$ cat src/rtl/rcio_pkg.sv
// ----------------------------------------------------------------------------
// rcio_pkg: shared types and constants for the cabinet input block
// Item layout, kind and page codes, per-player status and reset values.
// ----------------------------------------------------------------------------
package rcio_pkg;

   localparam int RCIO_PLAYERS = 4;   // default number of fitted players
   localparam int SLOTS        = 4;   // player slots decoded on the bus

   localparam logic [7:0] DIP_RESET  = 8'd191;
   localparam logic [3:0] LATCH_MASK = 4'd15;

   typedef enum logic [1:0] {
      KIND_READ    = 2'd0,
      KIND_WRITE   = 2'd1,
      KIND_SAMPLE  = 2'd2,
      KIND_COLLIDE = 2'd3
   } kind_type;

   // address bits 6..5 select the page of the I/O map
   typedef enum logic [1:0] {
      PAGE_ANALOG = 2'd0,
      PAGE_COIN   = 2'd1,
      PAGE_GAS    = 2'd2,
      PAGE_DIP    = 2'd3
   } page_type;

   typedef struct packed {
      kind_type    kind;
      logic [6:0]  address;
      logic [7:0]  write_data;
      logic [1:0]  player;
      logic [7:0]  wheel_position;
      logic [3:0]  gear_buttons;
      logic [7:0]  coin_switches;
      logic [3:0]  gas_buttons;
   } item_type;

   typedef struct packed {
      logic        step;
      logic        direction;
      logic [2:0]  gear;
      logic        collision;
   } player_status_type;

endpackage

$ cat src/rtl/racing_cabinet_input_io_core.sv
// ----------------------------------------------------------------------------
// racing_cabinet_input_io_core: four-player driving cabinet input block
// Bus reads and writes of the I/O page, wheel/gear samples, collisions.
// ----------------------------------------------------------------------------
//  channel | ports              | handshake
//  --------+--------------------+--------------------------------
//  request | req_*              | req_valid / req_ready
//  result  | rsp_*              | rsp_valid / rsp_ready
//  config  | csr_write_*        | csr_write_enable, no wait
//
//  One beat per cycle sustained while rsp_ready stays high; a beat passes
//  the input register, then the result register, before it shows on rsp.
//  State updates and the result are formed in the cycle the beat
//  leaves the input register, so beats see state in arrival order.
//  Synchronous reset clears the valid flags and all player, latch and lamp
//  state; option switches reset to 191. A stalled result stage holds the
//  input register; req_ready drops only when both stages are full.
// ----------------------------------------------------------------------------
module racing_cabinet_input_io_core
   import rcio_pkg::*;
#(
   parameter int PLAYERS = RCIO_PLAYERS
) (
   input  logic       clock,
   input  logic       reset,
   input  logic       req_valid,
   output logic       req_ready,
   input  logic [1:0] req_kind,
   input  logic [6:0] req_address,
   input  logic [7:0] req_write_data,
   input  logic [1:0] req_player,
   input  logic [7:0] req_wheel_position,
   input  logic [3:0] req_gear_buttons,
   input  logic [7:0] req_coin_switches,
   input  logic [3:0] req_gas_buttons,
   output logic       rsp_valid,
   input  logic       rsp_ready,
   output logic [7:0] rsp_read_data,
   output logic [3:0] rsp_lamp_states,
   input  logic       csr_write_enable,
   input  logic [7:0] csr_write_data
);

   item_type   req_item;
   item_type   stage_ff;
   logic       stage_valid_ff, stage_valid_in;
   logic       rsp_valid_ff, rsp_valid_in;
   logic [7:0] rsp_read_data_ff;
   logic [3:0] rsp_lamp_states_ff;
   logic       advance;
   logic       accept;

   player_status_type [SLOTS-1:0] status;
   logic [7:0]                    read_data;
   logic [3:0]                    lamps_next;

   assign req_item.kind           = kind_type'(req_kind);
   assign req_item.address        = req_address;
   assign req_item.write_data     = req_write_data;
   assign req_item.player         = req_player;
   assign req_item.wheel_position = req_wheel_position;
   assign req_item.gear_buttons   = req_gear_buttons;
   assign req_item.coin_switches  = req_coin_switches;
   assign req_item.gas_buttons    = req_gas_buttons;

   assign advance   = stage_valid_ff && (!rsp_valid_ff || rsp_ready);
   assign req_ready = !stage_valid_ff || advance;
   assign accept    = req_valid && req_ready;

   assign stage_valid_in = accept || (stage_valid_ff && !advance);
   assign rsp_valid_in   = advance || (rsp_valid_ff && !rsp_ready);

   always_ff @(posedge clock) begin
      if (reset) begin
         stage_valid_ff <= 1'b0;
         rsp_valid_ff   <= 1'b0;
      end else begin
         stage_valid_ff <= stage_valid_in;
         rsp_valid_ff   <= rsp_valid_in;
      end
   end

   always_ff @(posedge clock) begin
      if (accept) begin
         stage_ff <= req_item;
      end
      if (advance) begin
         rsp_read_data_ff   <= read_data;
         rsp_lamp_states_ff <= lamps_next;
      end
   end

   rcio_player_bank #(
      .PLAYERS(PLAYERS)
   ) u_player_bank (
      .clock   (clock),
      .reset   (reset),
      .advance (advance),
      .item    (stage_ff),
      .status  (status)
   );

   rcio_bus_port u_bus_port (
      .clock            (clock),
      .reset            (reset),
      .advance          (advance),
      .item             (stage_ff),
      .status           (status),
      .csr_write_enable (csr_write_enable),
      .csr_write_data   (csr_write_data),
      .read_data        (read_data),
      .lamps_next       (lamps_next)
   );

   assign rsp_valid       = rsp_valid_ff;
   assign rsp_read_data   = rsp_read_data_ff;
   assign rsp_lamp_states = rsp_lamp_states_ff;

endmodule

$ cat src/rtl/rcio_player_bank.sv
// ----------------------------------------------------------------------------
// rcio_player_bank: per-player wheel, gear and collision state
// One lane per fitted player; unfitted slots read as reset values.
// ----------------------------------------------------------------------------
module rcio_player_bank
   import rcio_pkg::*;
#(
   parameter int PLAYERS = RCIO_PLAYERS
) (
   input  logic                                clock,
   input  logic                                reset,
   input  logic                                advance,
   input  item_type                            item,
   output player_status_type [SLOTS-1:0]       status
);

   for (genvar i = 0; i < SLOTS; i++) begin : g_slot
      if (i < PLAYERS) begin : g_lane
         logic [7:0] last_wheel_ff, last_wheel_in;
         logic       direction_ff, direction_in;
         logic       step_ff, step_in;
         logic [2:0] gear_ff, gear_in;
         logic       collision_ff, collision_in;
         logic [7:0] delta;
         logic       hit;
         logic       sample_en;
         logic       collide_en;
         logic       clear_en;

         assign hit        = (item.player == 2'(i));
         assign sample_en  = advance && (item.kind == KIND_SAMPLE) && hit;
         assign collide_en = advance && (item.kind == KIND_COLLIDE) && hit;
         // any write into the coin page clears the addressed flag
         assign clear_en   = advance && (item.kind == KIND_WRITE)
                             && (page_type'(item.address[6:5]) == PAGE_COIN)
                             && (item.address[2:1] == 2'(i));
         assign delta      = item.wheel_position - last_wheel_ff;

         always_comb begin
            last_wheel_in = last_wheel_ff;
            direction_in  = direction_ff;
            step_in       = step_ff;
            gear_in       = gear_ff;
            collision_in  = collision_ff;
            if (sample_en) begin
               last_wheel_in = item.wheel_position;
               step_in       = last_wheel_ff[0];
               // equal count keeps the direction
               if (delta[7]) begin
                  direction_in = 1'b0;
               end else if (delta != 8'd0) begin
                  direction_in = 1'b1;
               end
               unique case (item.gear_buttons)
                  4'b0001: gear_in = 3'd1;
                  4'b0010: gear_in = 3'd2;
                  4'b0100: gear_in = 3'd3;
                  4'b1000: gear_in = 3'd4;
                  default: gear_in = gear_ff;
               endcase
            end
            if (collide_en) begin
               collision_in = 1'b1;
            end else if (clear_en) begin
               collision_in = 1'b0;
            end
         end

         always_ff @(posedge clock) begin
            if (reset) begin
               last_wheel_ff <= '0;
               direction_ff  <= 1'b0;
               step_ff       <= 1'b0;
               gear_ff       <= '0;
               collision_ff  <= 1'b0;
            end else begin
               last_wheel_ff <= last_wheel_in;
               direction_ff  <= direction_in;
               step_ff       <= step_in;
               gear_ff       <= gear_in;
               collision_ff  <= collision_in;
            end
         end

         assign status[i].step      = step_ff;
         assign status[i].direction = direction_ff;
         assign status[i].gear      = gear_ff;
         assign status[i].collision = collision_ff;
      end else begin : g_empty
         assign status[i] = '0;
      end
   end

endmodule

$ cat src/rtl/rcio_bus_port.sv
// ----------------------------------------------------------------------------
// rcio_bus_port: I/O page read mux and write registers
// Holds the comparator latch, start lamps and option switch byte.
// ----------------------------------------------------------------------------
module rcio_bus_port
   import rcio_pkg::*;
(
   input  logic                          clock,
   input  logic                          reset,
   input  logic                          advance,
   input  item_type                      item,
   input  player_status_type [SLOTS-1:0] status,
   input  logic                          csr_write_enable,
   input  logic [7:0]                    csr_write_data,
   output logic [7:0]                    read_data,
   output logic [3:0]                    lamps_next
);

   logic [3:0] latch_ff, latch_in;
   logic [3:0] lamps_ff, lamps_in;
   logic [7:0] dip_ff;

   logic [1:0]        slot;
   player_status_type sel_status;
   logic [4:0]        volts;
   logic [7:0]        gas_port;
   logic [7:0]        page_data;
   logic              is_write;

   assign slot       = item.address[2:1];
   assign sel_status = status[slot];
   assign is_write   = advance && (item.kind == KIND_WRITE);

   always_comb begin
      latch_in = latch_ff;
      lamps_in = lamps_ff;
      if (is_write) begin
         if (item.address[6:1] == 6'b100000) begin
            latch_in = item.write_data[3:0] & LATCH_MASK;
         end else if (item.address[6:3] == 4'b1100) begin
            lamps_in[slot] = item.address[0];
         end
      end
   end

   always_ff @(posedge clock) begin
      if (reset) begin
         latch_ff <= '0;
         lamps_ff <= '0;
         dip_ff   <= DIP_RESET;
      end else begin
         latch_ff <= latch_in;
         lamps_ff <= lamps_in;
         if (csr_write_enable) begin
            dip_ff <= csr_write_data;
         end
      end
   end

   // gas pedals on even bits, collision flags on odd bits
   always_comb begin
      for (int i = 0; i < SLOTS; i++) begin
         gas_port[2*i]   = item.gas_buttons[i];
         gas_port[2*i+1] = status[i].collision;
      end
   end

   // analog level: 4 per gear, or 8 per set steering bit
   assign volts = item.address[0] ? {sel_status.gear, 2'b00}
                                  : {sel_status.step & sel_status.direction,
                                     sel_status.step ^ sel_status.direction, 3'b000};

   always_comb begin
      unique case (page_type'(item.address[6:5]))
         PAGE_ANALOG: page_data = {(volts > {1'b0, latch_ff}), 7'd0};
         PAGE_COIN:   page_data = {item.coin_switches[item.address[2:0]], 7'd0};
         PAGE_GAS:    page_data = {gas_port[item.address[2:0]], 7'd0};
         PAGE_DIP:    page_data = {6'd0, dip_ff[2*item.address[1:0] +: 2]};
         default:     page_data = '0;
      endcase
   end

   assign read_data  = (item.kind == KIND_READ) ? page_data : 8'd0;
   assign lamps_next = lamps_in;

endmodule

$ cat config.mk
export PLATFORM = sky130hd
export DESIGN_NAME = racing_cabinet_input_io_core
export DESIGN_NICKNAME = d
export VERILOG_FILES = /design/src/rtl/rcio_pkg.sv /design/src/rtl/racing_cabinet_input_io_core.sv /design/src/rtl/rcio_player_bank.sv /design/src/rtl/rcio_bus_port.sv
export SDC_FILE = /design/constraint.sdc
export NUM_CORES = 1
export LEC_CHECK = 0
export ABC_AREA = 1
export BUFFER_PORTS_ARGS = -buffer_cell sky130_fd_sc_hd__buf_2
export CAP_MARGIN = 20
export CORE_MARGIN = 5
export CORE_UTILIZATION = 39
export DETAILED_ROUTE_END_ITERATION = 8
export GPL_TIMING_DRIVEN = 0
export SYNTH_ARGS = -nofsm -noshare
export SYNTH_HDL_FRONTEND = slang
export SYNTH_HIERARCHICAL = 1
export SYNTH_SLANG_ARGS = --single-unit
$ cat constraint.sdc
create_clock -name clock -period 3.9 [get_ports clock]
set_input_delay 0.39 -clock clock [delete_from_list [all_inputs] [get_ports clock]]
set_output_delay 0.39 -clock clock [all_outputs]
set_load 0.005 [all_outputs]
==> qor.yml, run 1 <==
pwr:
  p_sw_share_pct: 23.8
  p_per_area_nw_per_um2: 425
  p_int_mw: 2.55
  comb_power_share_pct: 9.7
  irDropWorstVdd_uv: 327
  power_frac_clock_pct: 47.2
  seqPwrFrac_pct: 43.2
  switchingPower_mw: 0.794
  p_leak_nw: 3.54
run:
  timing.max_cap.violations: 0
global_routing:
  grt_max_degree: 40
  antenna_found_initial: 0
  grt-busiest-layer: "met2"
  grt_util_met1_pct: 20.3
  grt_pass1_vias: 4992
  grt-ovfl-total: 0
  grt_util_met2_pct: 23.0
  grt_first_pass_wirelength_um: 23600
  grt_use_met3_pct: 3.39
  grt.total_usage_pct: 14.9
clock_network:
  root_buffer: "clkbuf_16"
  tritoncts: "yes"
  numCtsBuffers: 17
  cts_resized: 0
  cts-hold-fix-buffers: 0
  cts_max_level: 4
  clk_latency_ps: 420
  cts_setup_buffers: 0
  cts_sinks: 125
  max-clock-path-buffers: 2
  path_clk_slew_ps: 60
detailed_routing:
  routed-via-count: 5472
  drt-total-wl_um: 14400
  drc: 0
  drtPass1Iterations: 4
  drt_iter0_drc: 285
  postRouteAntennaNets: 0
  wl_per_cell_um: 12.4
  vias_per_cell: 4.69
logic_synthesis:
  ys_warn_count: 6
  syn_area_um2: 6660
  synth_cells: 846
  syn-mean-instance-area_um2: 7.87
worst_hold_path:
  hold_class: "in2reg"
sta:
  fmax_mhz: 380
  setup_viol: 0
  fin_crit_sh_pct: 67.5
  whs_ps: 146
  rsz0062_at_grt: "false"
  setup-tns-final_ps: 0
  period_minus_slack_ps: 2630
  slew_violations: 0
  hold_viol_final: 0
  fin_skew_ps: 7.98
  worstMarginPinSlew_ps: 890
  slew_headroom_pct: 40.7
setup_path:
  cp_max_fo: 9
  worst_setup_path_start_kind: "flip-flop"
  critPathMaxStageDelay_ps: 450
  cp_cell_sequence: "buf_6 > inv_2 > nor2_2 > a22oi_1 > nand3_1 > ha_1 > nand2_1 > o21ai_1 > ha_1 > a21o_1 > a21oi_1 > nand2_1 > nand2_1 > nor2_2"
  crit_top_cell: "nand2_1"
  required_ps: 4080
  endpoint_kind: "flip-flop"
  critical_path_class: "reg2reg"
  crit_path_top_delay_cell: "edfxtp_1"
  critPathArrivalTime_ps: 2810
placement:
  finalWeightedCongestion: 0.814
  port_buffers: 64
  dp_hpwl_um: 10700
run_status:
  outcome: "completed"
layout:
  layout-drive-gt1-share_pct: 15.8
  final_common_cell: "nand2_1"
  area_delta_synth_final_pct: 18.1
  fin_nets: 1024
  antenna_cells: 0
  n_fill_cell: 1640
  multi_input_area_um2: 2920
  final_cell_mix: "nand2_1, inv_1, dfxtp_1, nor2_1, buf_2"
  register_area_um2: 3010
floorplanning:
  ioPinCount: 70
  die-area_um2: 19800
  chipHeight_um: 141
  coreArea_um2: 16600
  rows: 47
  fp.dieW_um: 141
  start_util_pct: 40.0
power by group through the flow:
| stage | clock, mW | combinational (mW) | sequential (mW) |
|---|---|---|---|
| after floorplan | 0 | 0.235 | 1.46 |
| after global placement | 0 | 0.320 | 1.47 |
| after detailed placement | 0 | 0.323 | 1.47 |
| after CTS | 1.61 | 0.325 | 1.44 |
| after global routing | 1.67 | 0.372 | 1.45 |
| final | 1.58 | 0.323 | 1.44 |
cell type report:
| type | instances | area share [%] |
|---|---|---|
| multi-input combinational | 554 | 37.2 |
| timing repair buffer | 64 | 4.07 |
| inverter | 137 | 6.57 |
| buffer | 34 | 2.83 |
| clock inverter | 12 | 1.85 |
| sequential | 125 | 38.3 |
| clock buffer | 20 | 5.68 |
| tap | 220 | 3.50 |
through the flow:
stage / cell area, µm² / total power, mW / utilization [%] / setup slack [ps] / instances
floorplan: 6670 / 1.69 / - / 1580 / 850
global placement: 7270 / 1.79 / 43.7 / 737 / 1134
detailed placement: 7270 / 1.79 / 43.7 / 1270 / 1134
CTS: 7860 / 3.38 / 47.2 / 1260 / 1166
global route: 7860 / 3.49 / 47.2 / 1110 / 1166
finish: 7860 / 3.34 / 47.2 / 1270 / 1166
sequential cells by signal (all words and copies together) (netlist names):
name and cells:
stage_ff 39, stage_valid_ff 1, u_player_bank/g_slot.g_lane.gear_ff 12, u_bus_port/latch_ff 4, rsp_lamp_states 4, u_player_bank/g_slot.g_lane.collision_ff 4
u_bus_port/lamps_ff 4, u_player_bank/g_slot.g_lane.last_wheel_ff 32, u_player_bank/g_slot.g_lane.direction_ff 4, u_bus_port/dip_ff 8, rsp_read_data 8, rsp_valid 1
u_player_bank/g_slot.g_lane.step_ff 4
per-layer routing:
| layer | share of wire (%) | vias up |
|---|---|---|
| li1 | - | 2892 |
| met3 | 5.0 | 19 |
| met1 | 49 | 2455 |
| met2 | 44 | 106 |
| met4 | 1.8 | 0 |
| met5 | 0 | - |
final timing paths:
kind	depth (start not counted)	startpoint	slack, ps	to
setup / recovery	14	stage_ff[35]	1270	rsp_read_data[7]
hold / removal	1	req_write_data[3]	150	stage_ff[29]
setup reg to reg	14	stage_ff[35]	1270	rsp_read_data[7]
hold reg to reg	2	u_player_bank/g_slot[2].g_lane.gear_ff[0]	450	u_player_bank/g_slot[2].g_lane.gear_ff[0]
critical path, delay by kind of cell, from the launching register on:
family | cells | cell delay, ps
AOI/OAI and AO/OA | 4 | 540
adders and majority gates | 2 | 610
buffers and inverters | 2 | 330
DFF | 1 | 450
and+or+nand+nor | 6 | 480
Note: power is estimated with default switching activity, not from simulation.
==> run 2, diff against run 1 <==
--- a/config.mk
+++ b/config.mk
@@ -5,7 +5,7 @@
 export SDC_FILE = /design/constraint.sdc
 export NUM_CORES = 1
 export LEC_CHECK = 0
-export ABC_AREA = 1
+export ABC_AREA = 0
 export BUFFER_PORTS_ARGS = -buffer_cell sky130_fd_sc_hd__buf_2
 export CAP_MARGIN = 20
 export CORE_MARGIN = 5
==> constraint.sdc (replaced) <==
create_clock -name clock -period 2.4 [get_ports clock]
set_input_delay 0.24 -clock clock [delete_from_list [all_inputs] [get_ports clock]]
set_output_delay 0.24 -clock clock [all_outputs]
set_load 0.005 [all_outputs]
==> qor.yml, run 2 <==
sta:
  slew_headroom_pct: 39.7  # was 40.7%
  fin_skew_ps: 8.72  # was 7.98 ps
  timing.final.ws_setup_ps: -174  # was 1270 ps
  setup_viol: 1  # was 0
  hold_viol_final: 0  # unchanged
  fin_crit_sh_pct: 107  # was 67.5%
  setup-tns-final_ps: -174  # was 0 ps
  fmax_mhz: 388  # was 380 MHz
  worstMarginPinSlew_ps: 892  # was 890 ps
  rsz0062_at_grt: "true"  # was false
  period_minus_slack_ps: 2570  # was 2630 ps
  slew_violations: 0  # unchanged
detailed_routing:
  drc: 0  # unchanged
  routed-via-count: 4915  # was 5,472
  wl_per_cell_um: 14.6  # was 12.4 µm
  drtPass1Iterations: 5  # was 4
  drt_iter0_drc: 310  # was 285
  postRouteAntennaNets: 0  # unchanged
  vias_per_cell: 4.94  # was 4.69
  drt-total-wl_um: 14500  # was 14,400 µm
logic_synthesis:
  syn_area_um2: 6320  # was 6660 µm²
  ys_warn_count: 6  # unchanged
  syn-mean-instance-area_um2: 10.0  # was 7.87 µm²
  synth_cells: 631  # was 846
floorplanning:
  chipHeight_um: 137  # was 141 µm
  fp.dieW_um: 137  # was 141 µm
  start_util_pct: 39.8  # was 40.0%
  ioPinCount: 70  # unchanged
  die-area_um2: 18800  # was 19,800 µm²
  rows: 46  # was 47
  coreArea_um2: 15900  # was 16,600 µm²
run_status:
  outcome: "finished with violations"  # was completed
  violations: "negative setup slack"
pwr:
  p_leak_nw: 3.11  # was 3.54 nW
  irDropWorstVdd_uv: 919  # was 327 µV
  p_total_mw: 5.49  # was 3.34 mW
  p_per_area_nw_per_um2: 683  # was 425 nW/µm²
placement:
  finalWeightedCongestion: 0.809  # was 0.814
  place_ws_ps: -563  # was 1270 ps
  place_area_um2: 6950  # was 7270 µm²
  port_buffers: 65  # was 64
  dp_hpwl_um: 10200  # was 10,700 µm
global_routing:
  antenna_found_initial: 0  # unchanged
  grt_first_pass_wirelength_um: 23600  # about the same
  grt_pass1_vias: 4881  # was 4,992
  grt-ovfl-total: 0  # unchanged
  grt.total_usage_pct: 16.1  # was 14.9%
  grt_max_degree: 40  # unchanged
setup_path:
  cp_cell_sequence: "buf_6 > mux4_2 > ha_4 > mux2_4 > ha_4 > a21oi_2 > a31oi_2 > o31ai_2 > a211oi_2"  # was buf_6 > inv_2 > nor2_2 > a22oi_1 > nand3_1 > ha_1 > nand2_1 > o21ai_1 > ha_1 > a21o_1 > a21oi_1 > nand2_1 > nand2_1 > nor2_2
  startpoint: "stage_ff[35]"  # unchanged
  worst-r2r-setup-slack_ps: -170  # was 1270 ps
  worst_setup_path_start_kind: "flip-flop"  # unchanged
  critical-path-top-delay-family: "multiplexers"  # was adder cells
  crit_path_top_delay_cell: "mux4_2"  # was edfxtp_1
  r2r_start: "stage_ff[35]"  # unchanged
  cp_num_buf_inv: 1  # was 2
  critPathMaxStageDelay_ps: 530  # was 450 ps
  required_ps: 2560  # was 4080 ps
  critical_path_class: "reg2reg"  # unchanged
  cp_max_fo: 3  # was 9
  crit_top_cell: "ha_4"  # was nand2_1
  endpoint_kind: "flip-flop"  # unchanged
  critPathArrivalTime_ps: 2740  # was 2810 ps
worst_hold_path:
  min_from: "csr_write_data[0]"  # was req_write_data[3]
  hold_class: "in2reg"  # unchanged
clock_network:
  tritoncts: "yes"  # unchanged
  cts_sinks: 125  # unchanged
  clk_latency_ps: 420  # about the same
  path_clk_slew_ps: 60  # about the same
  cts_max_level: 4  # unchanged
  root_buffer: "clkbuf_16"  # unchanged
  numCtsBuffers: 17  # unchanged
  max-clock-path-buffers: 2  # unchanged
layout:
  area_delta_synth_final_pct: 27.2  # was 18.1%
  stdcell_area_um2: 8040  # was 7860 µm²
  largest_register_ffs: 39  # unchanged
  fin_nets: 856  # was 1,024
  register_area_um2: 3010  # unchanged
  antenna_cells: 0  # unchanged
  multi_input_area_um2: 2990  # was 2920 µm²
  final_cell_mix: "nand2_1, buf_2, dfxtp_1, a21oi_1, edfxtp_1"  # was nand2_1, inv_1, dfxtp_1, nor2_1, buf_2
  layout-drive-gt1-share_pct: 21.1  # was 15.8%
  final_common_cell: "nand2_1"  # unchanged
  top_regs: "stage_ff: 39 flops, u_player_bank/g_slot.g_lane.last_wheel_ff: 32 flops, u_player_bank/g_slot.g_lane.gear_ff: 12 flops"  # unchanged
  top_register: "stage_ff"  # unchanged
  n_fill_cell: 1439  # was 1,640
run:
  timing.max_cap.violations: 0  # unchanged
-- run 2: cell type report --
type	instances	area share (%)
buffer	43	3.27
clock buffer	19	5.51
clock inverter	13	2.01
inverter	36	1.68
multi-input combinational	431	37.1
sequential	125	37.5
tap	216	3.36
timing repair buffer	111	9.56
-- run 2: power by group --
group          switching [mW]  total (mW)  internal [mW]
clock network           0.968        2.64           1.67
registers              0.0458        2.33           2.28
logic                   0.268       0.521          0.252
-- run 2: repair_timing --
item | in CTS | in global routing
endpoints found under the hold margin | 39 | 0
buffers inserted | 4 | 3
hold buffers | 39 | 0
gates resized for setup | 3 | 5
pin swaps | 1 | 0
setup endpoints to repair | 5 | 4
-- run 2: final timing paths --
path,end,cells past startpoint
max,rsp_read_data[7],9
min,u_bus_port/dip_ff[0],2
min reg2reg,u_player_bank/g_slot[3].g_lane.step_ff,2
max reg2reg,rsp_read_data[7],9
-- run 2: layer usage --
layer | vias to the layer above | part of all wire (%) | track usage, %
li1 | 2483 | - | -
met1 | 2316 | 46 | 20.9
met2 | 100 | 48 | 26.4
met3 | 16 | 4.3 | 3.36
met4 | 0 | 1.6 | 6.49
met5 | - | 0 | 0
-- run 2: per-stage QoR --
step	hold WS, ps	util, %	std cells
after floorplan	302	-	635
after global placement	416	43.8	916
after detailed placement	418	43.8	916
after CTS	13.3	50.3	991
after global routing	19.4	50.6	994
final	24.7	50.6	994
